===== src/design/vlsag_pkg.sv =====
`timescale 1ns / 1ps
// ----------------------------------------------------------------------------
// Vector load/store address generator - shared definitions
// Operation and mode codes, the run command passed from the front end to the
// back end, and the index width mask helper.
// ----------------------------------------------------------------------------
package vlsag_pkg;

  // Index store geometry
  localparam int StoreDepth   = 32;
  localparam int IdxW         = $clog2(StoreDepth);
  localparam int CmdFifoDepth = 2;

  // Element / index width codes
  localparam logic [1:0] EwCode8  = 2'd0;
  localparam logic [1:0] EwCode16 = 2'd1;
  localparam logic [1:0] EwCode32 = 2'd2;

  typedef enum logic {
    OP_INDEX_WRITE = 1'b0,
    OP_START       = 1'b1
  } vlsag_op_e;

  typedef enum logic [1:0] {
    MODE_UNIT    = 2'd0,
    MODE_STRIDED = 2'd1,
    MODE_INDEXED = 2'd2
  } vlsag_mode_e;

  // One classified address run
  typedef struct packed {
    logic [63:0]           base;
    logic [63:0]           step;       // per-element offset increment
    logic [StoreDepth-1:0] active;     // elements that issue a request
    logic [3:0]            size;       // request size in bytes
    logic                  is_indexed;
    logic [1:0]            ew;         // clamped index width code
  } vlsag_cmd_t;

  // Keep the low index bits selected by the index width code
  function automatic logic [31:0] index_mask(logic [1:0] ew);
    logic [31:0] m;
    unique case (ew)
      EwCode8:  m = 32'h0000_00FF;
      EwCode16: m = 32'h0000_FFFF;
      default:  m = 32'hFFFF_FFFF;
    endcase
    return m;
  endfunction

endpackage


===== src/design/vlsag_ram.sv =====
`timescale 1ns / 1ps
// ----------------------------------------------------------------------------
// Generic RAM
// One write port, one read port with registered read data.
// ----------------------------------------------------------------------------
module vlsag_ram #(
  parameter int Width = 32,
  parameter int Depth = 32,
  localparam int AddrW = (Depth > 1) ? $clog2(Depth) : 1
) (
  input  logic             clk_i,
  input  logic             wr_en_i,
  input  logic [AddrW-1:0] wr_addr_i,
  input  logic [Width-1:0] wr_data_i,
  input  logic             rd_en_i,
  input  logic [AddrW-1:0] rd_addr_i,
  output logic [Width-1:0] rd_data_o
);

  logic [Width-1:0] mem_q [Depth];
  logic [Width-1:0] rd_data_q;

  always_ff @(posedge clk_i) begin
    if (wr_en_i) begin
      mem_q[wr_addr_i] <= wr_data_i;
    end
    if (rd_en_i) begin
      rd_data_q <= mem_q[rd_addr_i];
    end
  end

  assign rd_data_o = rd_data_q;

endmodule


===== src/design/vlsag_cmd_fifo.sv =====
`timescale 1ns / 1ps
// ----------------------------------------------------------------------------
// Run command queue
// Short FIFO that decouples the classifying front end from the back end.
// ----------------------------------------------------------------------------
module vlsag_cmd_fifo
  import vlsag_pkg::*;
(
  input  logic       clk_i,
  input  logic       rst_ni,
  input  logic       push_i,
  input  vlsag_cmd_t push_data_i,
  output logic       full_o,
  output logic       empty_o,
  output logic       pop_valid_o,
  output vlsag_cmd_t pop_data_o,
  input  logic       pop_i
);

  localparam int PtrW = (CmdFifoDepth > 1) ? $clog2(CmdFifoDepth) : 1;
  localparam int CntW = $clog2(CmdFifoDepth + 1);

  vlsag_cmd_t        mem_q [CmdFifoDepth];
  logic [PtrW-1:0]   wptr_q, wptr_d;
  logic [PtrW-1:0]   rptr_q, rptr_d;
  logic [CntW-1:0]   cnt_q, cnt_d;
  logic              do_push, do_pop;

  assign full_o      = (cnt_q == CntW'(CmdFifoDepth));
  assign empty_o     = (cnt_q == '0);
  assign pop_valid_o = !empty_o;
  assign pop_data_o  = mem_q[rptr_q];

  assign do_push = push_i && !full_o;
  assign do_pop  = pop_i && !empty_o;

  // Pointer and occupancy update
  always_comb begin
    wptr_d = wptr_q;
    rptr_d = rptr_q;
    cnt_d  = cnt_q;
    if (do_push) begin
      wptr_d = (wptr_q == PtrW'(CmdFifoDepth - 1)) ? '0 : wptr_q + 1'b1;
    end
    if (do_pop) begin
      rptr_d = (rptr_q == PtrW'(CmdFifoDepth - 1)) ? '0 : rptr_q + 1'b1;
    end
    unique case ({do_push, do_pop})
      2'b10:   cnt_d = cnt_q + 1'b1;
      2'b01:   cnt_d = cnt_q - 1'b1;
      default: cnt_d = cnt_q;
    endcase
  end

  always_ff @(posedge clk_i or negedge rst_ni) begin
    if (!rst_ni) begin
      wptr_q <= '0;
      rptr_q <= '0;
      cnt_q  <= '0;
    end else begin
      wptr_q <= wptr_d;
      rptr_q <= rptr_d;
      cnt_q  <= cnt_d;
    end
  end

  // Entry storage
  always_ff @(posedge clk_i) begin
    if (do_push) begin
      mem_q[wptr_q] <= push_data_i;
    end
  end

endmodule


===== src/design/vlsag_front.sv =====
`timescale 1ns / 1ps
// ----------------------------------------------------------------------------
// Front end
// Accepts input items, writes index elements, classifies start items into run
// commands (active element vector, step, size) and queues those with an active element.
// ----------------------------------------------------------------------------
module vlsag_front
  import vlsag_pkg::*;
#(
  parameter int MaxElems = 32
) (
  input  logic                  clk_i,
  input  logic                  rst_ni,
  // input channel
  input  logic                  in_valid_i,
  output logic                  in_ready_o,
  input  logic                  operation_i,
  input  logic [IdxW-1:0]       index_slot_i,
  input  logic [31:0]           index_value_i,
  input  logic [1:0]            mode_i,
  input  logic [1:0]            elem_width_code_i,
  input  logic [1:0]            data_width_code_i,
  input  logic [63:0]           base_address_i,
  input  logic signed [63:0]    stride_i,
  input  logic [31:0]           mask_bits_i,
  input  logic                  unmasked_i,
  input  logic [5:0]            start_index_i,
  input  logic [5:0]            length_i,
  // index store write
  output logic                  idx_wr_en_o,
  output logic [IdxW-1:0]       idx_wr_addr_o,
  output logic [31:0]           idx_wr_data_o,
  // run commands to the back end
  input  logic                  back_idle_i,
  output logic                  cmd_valid_o,
  output vlsag_cmd_t            cmd_o,
  input  logic                  cmd_ready_i
);

  localparam int Limit = (MaxElems < StoreDepth) ? MaxElems : StoreDepth;

  logic                  is_write;
  logic                  accept;
  logic                  fifo_full, fifo_empty;
  logic [1:0]            ew_c;
  logic [3:0]            ebytes;
  logic [5:0]            len_c;
  logic [StoreDepth-1:0] enables;
  logic [StoreDepth-1:0] in_range;
  vlsag_cmd_t            cmd;
  logic                  push;

  assign is_write = (vlsag_op_e'(operation_i) == OP_INDEX_WRITE);

  // Index writes wait until every queued run has read the store
  assign in_ready_o = is_write ? (fifo_empty && back_idle_i) : !fifo_full;
  assign accept     = in_valid_i && in_ready_o;

  assign idx_wr_en_o   = accept && is_write;
  assign idx_wr_addr_o = index_slot_i;
  assign idx_wr_data_o = index_value_i;

  // Width decode; code 3 behaves as 32 bits
  assign ew_c   = (elem_width_code_i > EwCode32) ? EwCode32 : elem_width_code_i;
  assign ebytes = 4'd1 << ew_c;
  assign len_c  = (length_i > 6'(Limit)) ? 6'(Limit) : length_i;

  // Active element vector
  always_comb begin
    enables = unmasked_i ? '1 : mask_bits_i[StoreDepth-1:0];
    for (int i = 0; i < StoreDepth; i++) begin
      in_range[i] = (6'(i) >= start_index_i) && (6'(i) < len_c);
    end
  end

  // Classify the run
  always_comb begin
    cmd.base       = base_address_i;
    cmd.size       = ebytes;
    cmd.is_indexed = 1'b0;
    cmd.ew         = ew_c;
    cmd.active     = enables & in_range;
    unique case (mode_i)
      MODE_UNIT: begin
        cmd.step = 64'(ebytes);
      end
      MODE_STRIDED: begin
        cmd.step = stride_i;
      end
      MODE_INDEXED: begin
        cmd.step       = '0;
        cmd.size       = 4'd1 << data_width_code_i;
        cmd.is_indexed = 1'b1;
      end
      default: begin
        cmd.step   = '0;
        cmd.active = '0;
      end
    endcase
  end

  // Runs with no active element produce nothing and are dropped here
  assign push = accept && !is_write && (cmd.active != '0);

  vlsag_cmd_fifo u_cmd_fifo (
    .clk_i       (clk_i),
    .rst_ni      (rst_ni),
    .push_i      (push),
    .push_data_i (cmd),
    .full_o      (fifo_full),
    .empty_o     (fifo_empty),
    .pop_valid_o (cmd_valid_o),
    .pop_data_o  (cmd_o),
    .pop_i       (cmd_ready_i)
  );

endmodule


===== src/design/vlsag_back.sv =====
`timescale 1ns / 1ps
// ----------------------------------------------------------------------------
// Back end
// Walks the elements of a run one per cycle, holding at an active element
// while the element stage is full, reads index elements for indexed runs,
// and forms the request address into the output register.
module vlsag_back
  import vlsag_pkg::*;
(
  input  logic            clk_i,
  input  logic            rst_ni,
  input  logic            addr_is_64_i,
  // run commands
  input  logic            cmd_valid_i,
  input  vlsag_cmd_t      cmd_i,
  output logic            cmd_ready_o,
  output logic            idle_o,
  // index store read
  output logic            idx_rd_en_o,
  output logic [IdxW-1:0] idx_rd_addr_o,
  input  logic [31:0]     idx_rd_data_i,
  // request channel
  output logic            out_valid_o,
  input  logic            out_ready_i,
  output logic [63:0]     address_o,
  output logic [3:0]      size_bytes_o,
  output logic [IdxW-1:0] element_index_o,
  output logic            last_o
);

  localparam logic [StoreDepth-1:0] OneHot0 = StoreDepth'(1);

  // Walk stage
  logic                  busy_q;
  logic [63:0]           base_q, step_q;
  logic [3:0]            size_q;
  logic                  is_idx_q;
  logic [1:0]            ew_q;
  logic [StoreDepth-1:0] rem_q, rem_next;
  logic [IdxW-1:0]       idx_q;
  logic [63:0]           off_q;
  logic                  hit, advance, take_cmd;

  // Element stage (index read in flight)
  logic                  b_valid_q;
  logic [63:0]           b_base_q, b_off_q;
  logic [3:0]            b_size_q;
  logic                  b_is_idx_q;
  logic [1:0]            b_ew_q;
  logic [IdxW-1:0]       b_idx_q;
  logic                  b_last_q;
  logic                  b_free, b_load;

  // Output register
  logic                  out_valid_q;
  logic [63:0]           addr_q;
  logic [3:0]            size_out_q;
  logic [IdxW-1:0]       elem_q;
  logic                  last_q;
  logic                  out_load;
  logic [63:0]           offset, sum;

  assign cmd_ready_o = !busy_q;
  assign idle_o      = !busy_q;
  assign take_cmd    = cmd_valid_i && !busy_q;

  assign hit      = rem_q[idx_q];
  assign rem_next = rem_q & ~(OneHot0 << idx_q);
  assign out_load = b_valid_q && (!out_valid_q || out_ready_i);
  assign b_free   = !b_valid_q || out_load;
  assign b_load   = busy_q && hit && b_free;
  assign advance  = busy_q && (!hit || b_free);

  assign idx_rd_en_o   = b_load;
  assign idx_rd_addr_o = idx_q;

  // Address formation and wrap
  assign offset = b_is_idx_q ? 64'(idx_rd_data_i & index_mask(b_ew_q)) : b_off_q;
  assign sum    = b_base_q + offset;

  // Control state
  always_ff @(posedge clk_i or negedge rst_ni) begin
    if (!rst_ni) begin
      busy_q      <= 1'b0;
      b_valid_q   <= 1'b0;
      out_valid_q <= 1'b0;
    end else begin
      if (take_cmd) begin
        busy_q <= 1'b1;
      end else if (advance && (rem_next == '0)) begin
        busy_q <= 1'b0;
      end
      if (b_load) begin
        b_valid_q <= 1'b1;
      end else if (out_load) begin
        b_valid_q <= 1'b0;
      end
      if (out_load) begin
        out_valid_q <= 1'b1;
      end else if (out_ready_i) begin
        out_valid_q <= 1'b0;
      end
    end
  end

  // Walk registers
  always_ff @(posedge clk_i) begin
    if (take_cmd) begin
      base_q   <= cmd_i.base;
      step_q   <= cmd_i.step;
      size_q   <= cmd_i.size;
      is_idx_q <= cmd_i.is_indexed;
      ew_q     <= cmd_i.ew;
      rem_q    <= cmd_i.active;
      idx_q    <= '0;
      off_q    <= '0;
    end else if (advance) begin
      rem_q <= rem_next;
      idx_q <= idx_q + 1'b1;
      off_q <= off_q + step_q;
    end
  end

  // Element stage payload
  always_ff @(posedge clk_i) begin
    if (b_load) begin
      b_base_q   <= base_q;
      b_off_q    <= off_q;
      b_size_q   <= size_q;
      b_is_idx_q <= is_idx_q;
      b_ew_q     <= ew_q;
      b_idx_q    <= idx_q;
      b_last_q   <= (rem_next == '0);
    end
  end

  // Output payload
  always_ff @(posedge clk_i) begin
    if (out_load) begin
      addr_q     <= addr_is_64_i ? sum : {32'd0, sum[31:0]};
      size_out_q <= b_size_q;
      elem_q     <= b_idx_q;
      last_q     <= b_last_q;
    end
  end

  assign out_valid_o     = out_valid_q;
  assign address_o       = addr_q;
  assign size_bytes_o    = size_out_q;
  assign element_index_o = elem_q;
  assign last_o          = last_q;

endmodule


===== src/design/vector_load_store_address_gen_core.sv =====
`timescale 1ns / 1ps
// ----------------------------------------------------------------------------
// Vector load/store address generator
// Per-element memory request generation for unit, strided and indexed runs.
// ----------------------------------------------------------------------------
// Usage:
//   Input channel (in_valid_i/in_ready_o): operation 0 writes one index
//   element into the 32-entry index store; operation 1 starts a run over
//   elements start_index..length-1 (length capped at MaxElems and 32).
//   Output channel (out_valid_o/out_ready_i): one request per active element,
//   in rising element order, last_o set on the final one. Empty runs and
//   mode 3 produce no transfer.
//   cfg_we_i/cfg_wdata_i write address_is_64 (reset 1); write it only idle.
// Timing:
//   A run is queued the cycle it is accepted (two-entry command queue), and
//   the back end walks elements 0..last active one per cycle while the
//   element stage can take each active element. Each request passes from
//   the walk through the element stage into the output register. The next
//   queued run starts its walk once the previous walk has finished, while
//   that run's last requests may still be in flight. An index write waits
//   until the queue is empty and the walk has finished.
//   A stalled receiver holds the output register; the walk then stops at the
//   next active element while new runs keep queuing until the queue is full.
// Reset: control clears at once; index entries are undefined until written.
// ----------------------------------------------------------------------------
module vector_load_store_address_gen_core
  import vlsag_pkg::*;
#(
  parameter int MaxElems = 32
) (
  input  logic               clk_i,
  input  logic               rst_ni,
  // configuration
  input  logic               cfg_we_i,
  input  logic               cfg_wdata_i,
  // input channel
  input  logic               in_valid_i,
  output logic               in_ready_o,
  input  logic               operation_i,
  input  logic [4:0]         index_slot_i,
  input  logic [31:0]        index_value_i,
  input  logic [1:0]         mode_i,
  input  logic [1:0]         elem_width_code_i,
  input  logic [1:0]         data_width_code_i,
  input  logic [63:0]        base_address_i,
  input  logic signed [63:0] stride_i,
  input  logic [31:0]        mask_bits_i,
  input  logic               unmasked_i,
  input  logic [5:0]         start_index_i,
  input  logic [5:0]         length_i,
  // request channel
  output logic               out_valid_o,
  input  logic               out_ready_i,
  output logic [63:0]        address_o,
  output logic [3:0]         size_bytes_o,
  output logic [4:0]         element_index_o,
  output logic               last_o
);

  logic            addr_is_64_q;
  logic            wr_en;
  logic [IdxW-1:0] wr_addr;
  logic [31:0]     wr_data;
  logic            rd_en;
  logic [IdxW-1:0] rd_addr;
  logic [31:0]     rd_data;
  logic            cmd_valid, cmd_ready, back_idle;
  vlsag_cmd_t      cmd;

  // Address width register
  always_ff @(posedge clk_i or negedge rst_ni) begin
    if (!rst_ni) begin
      addr_is_64_q <= 1'b1;
    end else if (cfg_we_i) begin
      addr_is_64_q <= cfg_wdata_i;
    end
  end

  vlsag_front #(
    .MaxElems (MaxElems)
  ) u_front (
    .clk_i             (clk_i),
    .rst_ni            (rst_ni),
    .in_valid_i        (in_valid_i),
    .in_ready_o        (in_ready_o),
    .operation_i       (operation_i),
    .index_slot_i      (index_slot_i),
    .index_value_i     (index_value_i),
    .mode_i            (mode_i),
    .elem_width_code_i (elem_width_code_i),
    .data_width_code_i (data_width_code_i),
    .base_address_i    (base_address_i),
    .stride_i          (stride_i),
    .mask_bits_i       (mask_bits_i),
    .unmasked_i        (unmasked_i),
    .start_index_i     (start_index_i),
    .length_i          (length_i),
    .idx_wr_en_o       (wr_en),
    .idx_wr_addr_o     (wr_addr),
    .idx_wr_data_o     (wr_data),
    .back_idle_i       (back_idle),
    .cmd_valid_o       (cmd_valid),
    .cmd_o             (cmd),
    .cmd_ready_i       (cmd_ready)
  );

  // Index store
  vlsag_ram #(
    .Width (32),
    .Depth (StoreDepth)
  ) u_index_ram (
    .clk_i     (clk_i),
    .wr_en_i   (wr_en),
    .wr_addr_i (wr_addr),
    .wr_data_i (wr_data),
    .rd_en_i   (rd_en),
    .rd_addr_i (rd_addr),
    .rd_data_o (rd_data)
  );

  vlsag_back u_back (
    .clk_i           (clk_i),
    .rst_ni          (rst_ni),
    .addr_is_64_i    (addr_is_64_q),
    .cmd_valid_i     (cmd_valid),
    .cmd_i           (cmd),
    .cmd_ready_o     (cmd_ready),
    .idle_o          (back_idle),
    .idx_rd_en_o     (rd_en),
    .idx_rd_addr_o   (rd_addr),
    .idx_rd_data_i   (rd_data),
    .out_valid_o     (out_valid_o),
    .out_ready_i     (out_ready_i),
    .address_o       (address_o),
    .size_bytes_o    (size_bytes_o),
    .element_index_o (element_index_o),
    .last_o          (last_o)
  );

endmodule

===== config.mk =====
export PLATFORM = sky130hd
export DESIGN_NAME = vector_load_store_address_gen_core
export DESIGN_NICKNAME = d
export VERILOG_FILES = /design/src/design/vlsag_pkg.sv /design/src/design/vlsag_ram.sv /design/src/design/vlsag_cmd_fifo.sv /design/src/design/vlsag_front.sv /design/src/design/vlsag_back.sv /design/src/design/vector_load_store_address_gen_core.sv
export SDC_FILE = /design/constraint.sdc
export NUM_CORES = 2
export LEC_CHECK = 0
export ABC_AREA = 1
export BUFFER_PORTS_ARGS = -buffer_cell sky130_fd_sc_hd__buf_2
export CORE_UTILIZATION = 25
export CTS_CLUSTER_DIAMETER = 80
export DETAILED_ROUTE_END_ITERATION = 7
export GPL_TIMING_DRIVEN = 0
export SLEW_MARGIN = 5
export SYNTH_ARGS = -nofsm -noshare
export SYNTH_HDL_FRONTEND = slang
export SYNTH_SLANG_ARGS = --single-unit

===== constraint.sdc =====
create_clock -name clk_i -period 20.8 [get_ports clk_i]
set_input_delay 2.08 -clock clk_i [delete_from_list [all_inputs] [get_ports clk_i]]
set_output_delay 2.08 -clock clk_i [all_outputs]
set_load 0.01 [all_outputs]

-- Word-level counts from Yosys, hierarchy flattened
Memory sizes are Yosys's and may differ from the RTL's. A register that Yosys moved wholly into a read port is not among the register bits.
Cells that the tools add are included.
- register bits: 459
- latch bits: 0
- memory bits (writable): 1358
- bits in read-only memories: 0
- word-level logic and storage cells: 207
- memories: 2
- add/subtract/negate cells: 7
- multiply operators: 0
- divide/modulo/power cells: 0
- magnitude comparators: 67
- equal/unequal tests: 6
- shift-type cells: 3
- multiplexer cells: 26
- bitwise operators: 5
- reduce and logical (&&, ||, !) cells: 64
- memories (name ; words ; width ; rd ports ; clocked after Yosys merged registers in ; write ports ; RTL line ; RTL):
    u_index_ram.mem_q ; 32 ; 32 ; 1 ; 1 ; 1 ; vlsag_ram.sv:20 ; logic [Width-1:0] mem_q [Depth];
    u_front.u_cmd_fifo.mem_q ; 2 ; 167 ; 1 ; 0 ; 1 ; vlsag_cmd_fifo.sv:23 ; vlsag_cmd_t mem_q [CmdFifoDepth];
- operators by type and width (kind ; count):
    64-bit adder ; 2
    32-bit 2-to-1 mux ; 4
    64-bit one-hot mux with 2 select lines ; 1
    32-bit AND ; 3
    5-bit by 6-bit >= comparator with 1-bit output (first input constant) ; 16
    5-bit by 6-bit < comparator with 1-bit output (first input constant) ; 16
    64-bit 2-to-1 mux ; 1
    32-bit one-hot mux with 2 select lines ; 1
    4-bit by 6-bit >= comparator with 1-bit output (first input constant) ; 8
    4-bit by 6-bit < comparator with 1-bit output (first input constant) ; 8
    1-bit logical AND ; 44
    32-bit logical NOT ; 1
    32-bit inverter ; 1
    32-bit nonzero test ; 1
    1-bit by 5-bit << shifter with 32-bit output (first input constant) ; 1
    3-bit by 6-bit >= comparator with 1-bit output (first input constant) ; 4
    3-bit by 6-bit < comparator with 1-bit output (first input constant) ; 4
    1-bit 2-to-1 mux ; 14
    1-bit by 6-bit >= comparator with 1-bit output (first input constant) ; 2
    2-bit by 6-bit >= comparator with 1-bit output (first input constant) ; 2
    1-bit by 6-bit < comparator with 1-bit output (first input constant) ; 2
    2-bit by 6-bit < comparator with 1-bit output (first input constant) ; 2
    2-bit nonzero test ; 5
    1-bit by 2-bit << shifter with 4-bit output (first input constant) ; 2
    19 further kinds ; 33

-- Longest topological paths before layout
- depth after elaboration: 11
- gate-level depth with buffers: 21

-- Hierarchy
From an unflattened synthesis, not the netlist that was laid out.
- cell total of the unflattened synthesis: 8443
- area total of the unflattened synthesis: 84355.9 um^2
- modules (own cells, without submodules) (module ; times used ; cells each ; area an instance (um^2) ; seq. area each (um^2)):
    vlsag_ram ; 1 ; 3536 ; 42726.0 ; 31710.4
    vlsag_back ; 1 ; 3506 ; 26908.3 ; 12927.4
    vlsag_cmd_fifo ; 1 ; 905 ; 12453.2 ; 10129.7
    vlsag_front ; 1 ; 491 ; 2227.1 ; 0.0
    vector_load_store_address_gen_core ; 1 ; 5 ; 41.3 ; 26.3

-- Least setup slack after synthesis
No wires, ideal clock.
- kind: input port to flip-flop
- from: in mode_i[0]
- to: mem u_front.u_cmd_fifo.mem_q[1][0] in the netlist's numbering (enable)
- library setup time: 0.696 ns
- data arrival time: 10.202 ns
- required time: 20.104 ns
- slack: 9.902 ns
- stages on the path: 14
- path buffers: 1
- cells stage by stage: buf_2 nand2_2 inv_1 nor3_1 inv_1 nor2_1 nand2_1 nand2_1 nor2_1 nand2_1 nor2_1 nand2_1 nand2_1 nor2_1
- longest elaborated chain between the ends: 8
- RTL lines (element ; RTL line ; RTL):
    start: declaration ; vector_load_store_address_gen_core.sv:42 ; input logic [1:0] mode_i,
    2-bit equality test, or another cell as far along ; vlsag_front.sv:83 ; unique case (mode_i)
    3-bit OR reduction (no source line) * ; -- ;
    32-bit 2-to-1 mux * ; vlsag_front.sv:83 ;
    32-bit nonzero test * ; vlsag_front.sv:103 ; assign push = accept && !is_write && (cmd.active != '0);
    1-bit logical AND * ; vlsag_front.sv:103 ;
    1-bit logical AND * ; vlsag_cmd_fifo.sv:34 ; assign do_push = push_i && !full_o;
    1-bit 2-to-1 mux * ; vlsag_cmd_fifo.sv:69 ; if (do_push) begin
    1-bit 2-to-1 mux (not written as such) * ; vlsag_cmd_fifo.sv:70 ; mem_q[wptr_q] <= push_data_i;
    end: declaration ; vlsag_cmd_fifo.sv:23 ;
Mark *: on every way between the ends. The rest lies on a longest branch, timed or not.

-- Final worst setup path
- from: in mode_i[0]
- to: mem u_front.u_cmd_fifo.mem_q[1][152] in the netlist's numbering (enable)
Same word-level chain as after synthesis.

==> metrics.cfg <==
[floorplan]
coreArea_um2 = 318300
fp.dieArea_um2 = 322700
num_io_pins = 299
die_h_um = 568.0
die_w_um = 568.0
start_util_pct = 25.16
fp-row-count = 207

[run_status]
status = finished clean

[logic_synthesis]
synth_top_area_cell = edfxtp_1
synth_cell_types = 50
syn_inst = 7323
muxShareOfSynthArea_pct = 0
synth_xor_area_share_pct = 0.7326
ys_top_cells_by_area = edfxtp_1, nand2_1, nor2_1
synth_edf_count = 1772
synth_compound_area_share_pct = 9.651
synthAdderAreaFrac_pct = 2.128
synth_top_family_by_area = simple AND/OR/NAND/NOR gates
yosys.area_share.simple_pct = 14.94
synth_seq_cells = 1849
async_flop_share_pct = 0.4327
yosysTopAreaCellShare_pct = 66.43
yosys_warnings = 0
syn-num-nets = 7681
syn_area_um2 = 80100
seq_area_frac_synth_pct = 68.41
synth_area_per_cell_um2 = 10.94
synthFlopType = edfxtp_1

[cts]
cts_tree = built
root_buffer = clkbuf_16
clkSinkCount = 1849
cts_setup_buffers = 0
htreeDepth = 4
numCtsBuffers = 184
clockBufferDepth = 4
clk_pin_slew_ns = 0.06
ctsHoldBuffers = 0
insertion_delay_ns = 0.84
cts_resized = 0

[power_and_ir_drop]
ir_worst_vdd_v = 0.0001075
switchingPower_uw = 6010
p_int_uw = 8290
power_uw = 14300
swShare_pct = 42.03
power_frac_comb_pct = 40.6
power_density_nw_per_um2 = 151.5
power_frac_seq_pct = 35.8
clkPwrFrac_pct = 23.6
p_leak_uw = 0.03423

[route]
drt_iter0_markers = 6964
first_pass_iters = 8
drt_wl_total_mm = 281.7
via_count = 58060
drc = 0
postRouteAntennaNets = 0
wire_per_inst_um = 23.10
vias_per_cell = 4.762

[worst_setup_path]
criticalPathCategory = input pin to flip-flop
critPathCaptureType = flip-flop
worstPathArrival_ns = 5.66
cp_max_fo = 30
start_kind = input pin
cp.required_ns = 21.30

[sta]
maxSlewHeadroom_pct = 2.657
fmax_mhz = 194.0
clock_skew_ns = 0.09226
hold_viol = 0
worstMarginPinSlew_ns = 1.460
grt_setup_unrepaired = no
post-route-min-period_ns = 5.154
setup_viol = 0
fin_tns_setup_ns = 0
maxSlewViolCount = 0
finalCritPeriodShare_pct = 24.78

[global_routing]
grt_max_degree = 92
grt_usage_pct = 16.84
antenna_found_initial = 44
grt_pass1_vias = 54460
grt_overflow = 0
grt_pass1_wl_mm = 391.9

[placement]
portBuffers = 295
gp_congestion = 0.9576
dp_hpwl_mm = 208.5

[final_layout]
nNetsFinal = 8219
synthToLayoutAreaGrowth_pct = 17.87
drive_above_1_share_pct = 10.10

[job]
cap_violations = 0

[min_path]
hold_class = flip-flop to flip-flop

layout by cell type, fill, tap and decap left out, drive strengths merged, types with 7 or more instances in the layout:
cell type / Yosys / routed
nor4: 17 / 17
or2: 35 / 35
a21oi: 342 / 342
a221oi: 17 / 17
edfxtp: 1772 / 1772
o211ai: 43 / 43
clkinvlp: 0 / 11
o21bai: 24 / 24
inv: 523 / 528
buf: 111 / 463
dfxtp: 69 / 69
xor2: 33 / 33
nand3b: 10 / 10
a211oi: 16 / 16
xnor2: 34 / 34
clkinv: 0 / 55
nand3: 206 / 206
bufinv: 0 / 21
ha: 133 / 133
clkbuf: 194 / 428
nand2: 1593 / 1593
diode: 0 / 13
o22ai: 189 / 189
nor3: 38 / 38
nor2: 1090 / 1090
dfrtp: 7 / 7
o21ai: 740 / 740
o221ai: 15 / 15
nand4: 29 / 29
layout make-up:
cell class / count / area [um^2]
antenna: 13 / 32.53
buffer: 305 / 1353
clock buffer: 234 / 4927
clock inverter: 92 / 1066
fill: 32500 / 223900
inverter: 523 / 1973
multi-input combinational: 4646 / 22270
sequential: 1849 / 54790
tap: 4180 / 5230
timing repair buffer: 352 / 2768
final timing paths:
check,start,to,slack (ns),depth (start not counted)
worst max-delay path,mode_i[0],u_front.u_cmd_fifo.mem_q[1][152]$_DFFE_PP_,15.65,15
worst min-delay path,u_back.size_q[2]$_DFFE_PP_,u_back.b_size_q[2]$_DFFE_PP_,0.36,0
worst max register to register,u_back.b_is_idx_q$_DFFE_PP_,u_back.address_o[50]$_SDFFCE_PN0P_,16.34,19
worst min register to register,u_back.size_q[2]$_DFFE_PP_,u_back.b_size_q[2]$_DFFE_PP_,0.36,0
max in group asynchronous,rst_ni,addr_is_64_q$_DFFE_PN1P_,19.29,1
min in group asynchronous,rst_ni,u_front.u_cmd_fifo.wptr_q$_DFFE_PN0N_,1.19,1
cells in the mapped netlist, types with 43 or more instances:
master	n
a21oi_1	342
buf_2	81
clkbuf_1	194
dfxtp_1	69
edfxtp_1	1772
ha_1	133
inv_1	515
nand2_1	1589
nand3_1	205
nor2_1	1087
o211ai_1	43
o21ai_0	675
o21ai_1	65
o22ai_1	189
flip-flops by register name, indices dropped and copies added, names as in the netlist, 64 cells and up:
register,count
u_index_ram.mem_q,1024
u_front.u_cmd_fifo.mem_q,334
u_back.step_q,64
u_back.b_base_q,64
u_back.address_o,64
u_back.b_off_q,64
u_back.base_q,64
u_back.off_q,64
power by group through the flow:
stage | registers (uW) | logic [uW] | clock network, uW
after CTS | 5120 | 5700 | 3410
after detailed placement | 5200 | 5670 | 0
final | 5120 | 5810 | 3370
after global placement | 5380 | 5560 | 0
after floorplan | 5140 | 3300 | 0
after global routing | 5160 | 6240 | 3540
worst max-delay path, cell delays in order:
cell     delay (ns)
buf_2          0.15
nand2_2        0.36
inv_1          0.14
nor3_1         0.48
nand3_1        0.28
nand2_1        0.12
nor2_1         0.05
nand2_1        0.05
nor2_1         0.04
nand2_1        0.22
nand2_1        0.19
nor2_4         0.65
buf_12         0.29
buf_12         0.23
buf_12         0.24
logic make-up (layout without fill, tap and decap cells):
family	count (synthesis)	after routing
compound gates	1417	1417
simple gates	3027	3027
flops	1849	1849
buf+inv	828	1506
fa+ha+maj	135	135
xor+xnor	67	67
other cells	0	13
per-layer routing:
metal / track usage (%) / vias to the layer above / wire length [um]
li1: - / 26600 / -
met1: 22.61 / 27850 / 115800
met2: 26.10 / 3020 / 123800
met3: 2.772 / 588 / 25590
met4: 8.709 / 12 / 16420
met5: 0 / - / 78
stage by stage:
stage               setup WS [ns]  std cells  utilization [%]  cell area (um^2)  hold slack, ns
global route                15.38      12180            29.65             94390          0.3761
floorplan                   9.902       7323                -             80100          0.4003
detailed placement          14.79      11860            27.77             88380          0.4045
finish                      15.65      12190            29.66             94410          0.3603
CTS                         15.67      12180            29.65             94370          0.3498
global placement            4.246      11800            27.27             86800          0.4011
Power figures use the tool's default switching activity.
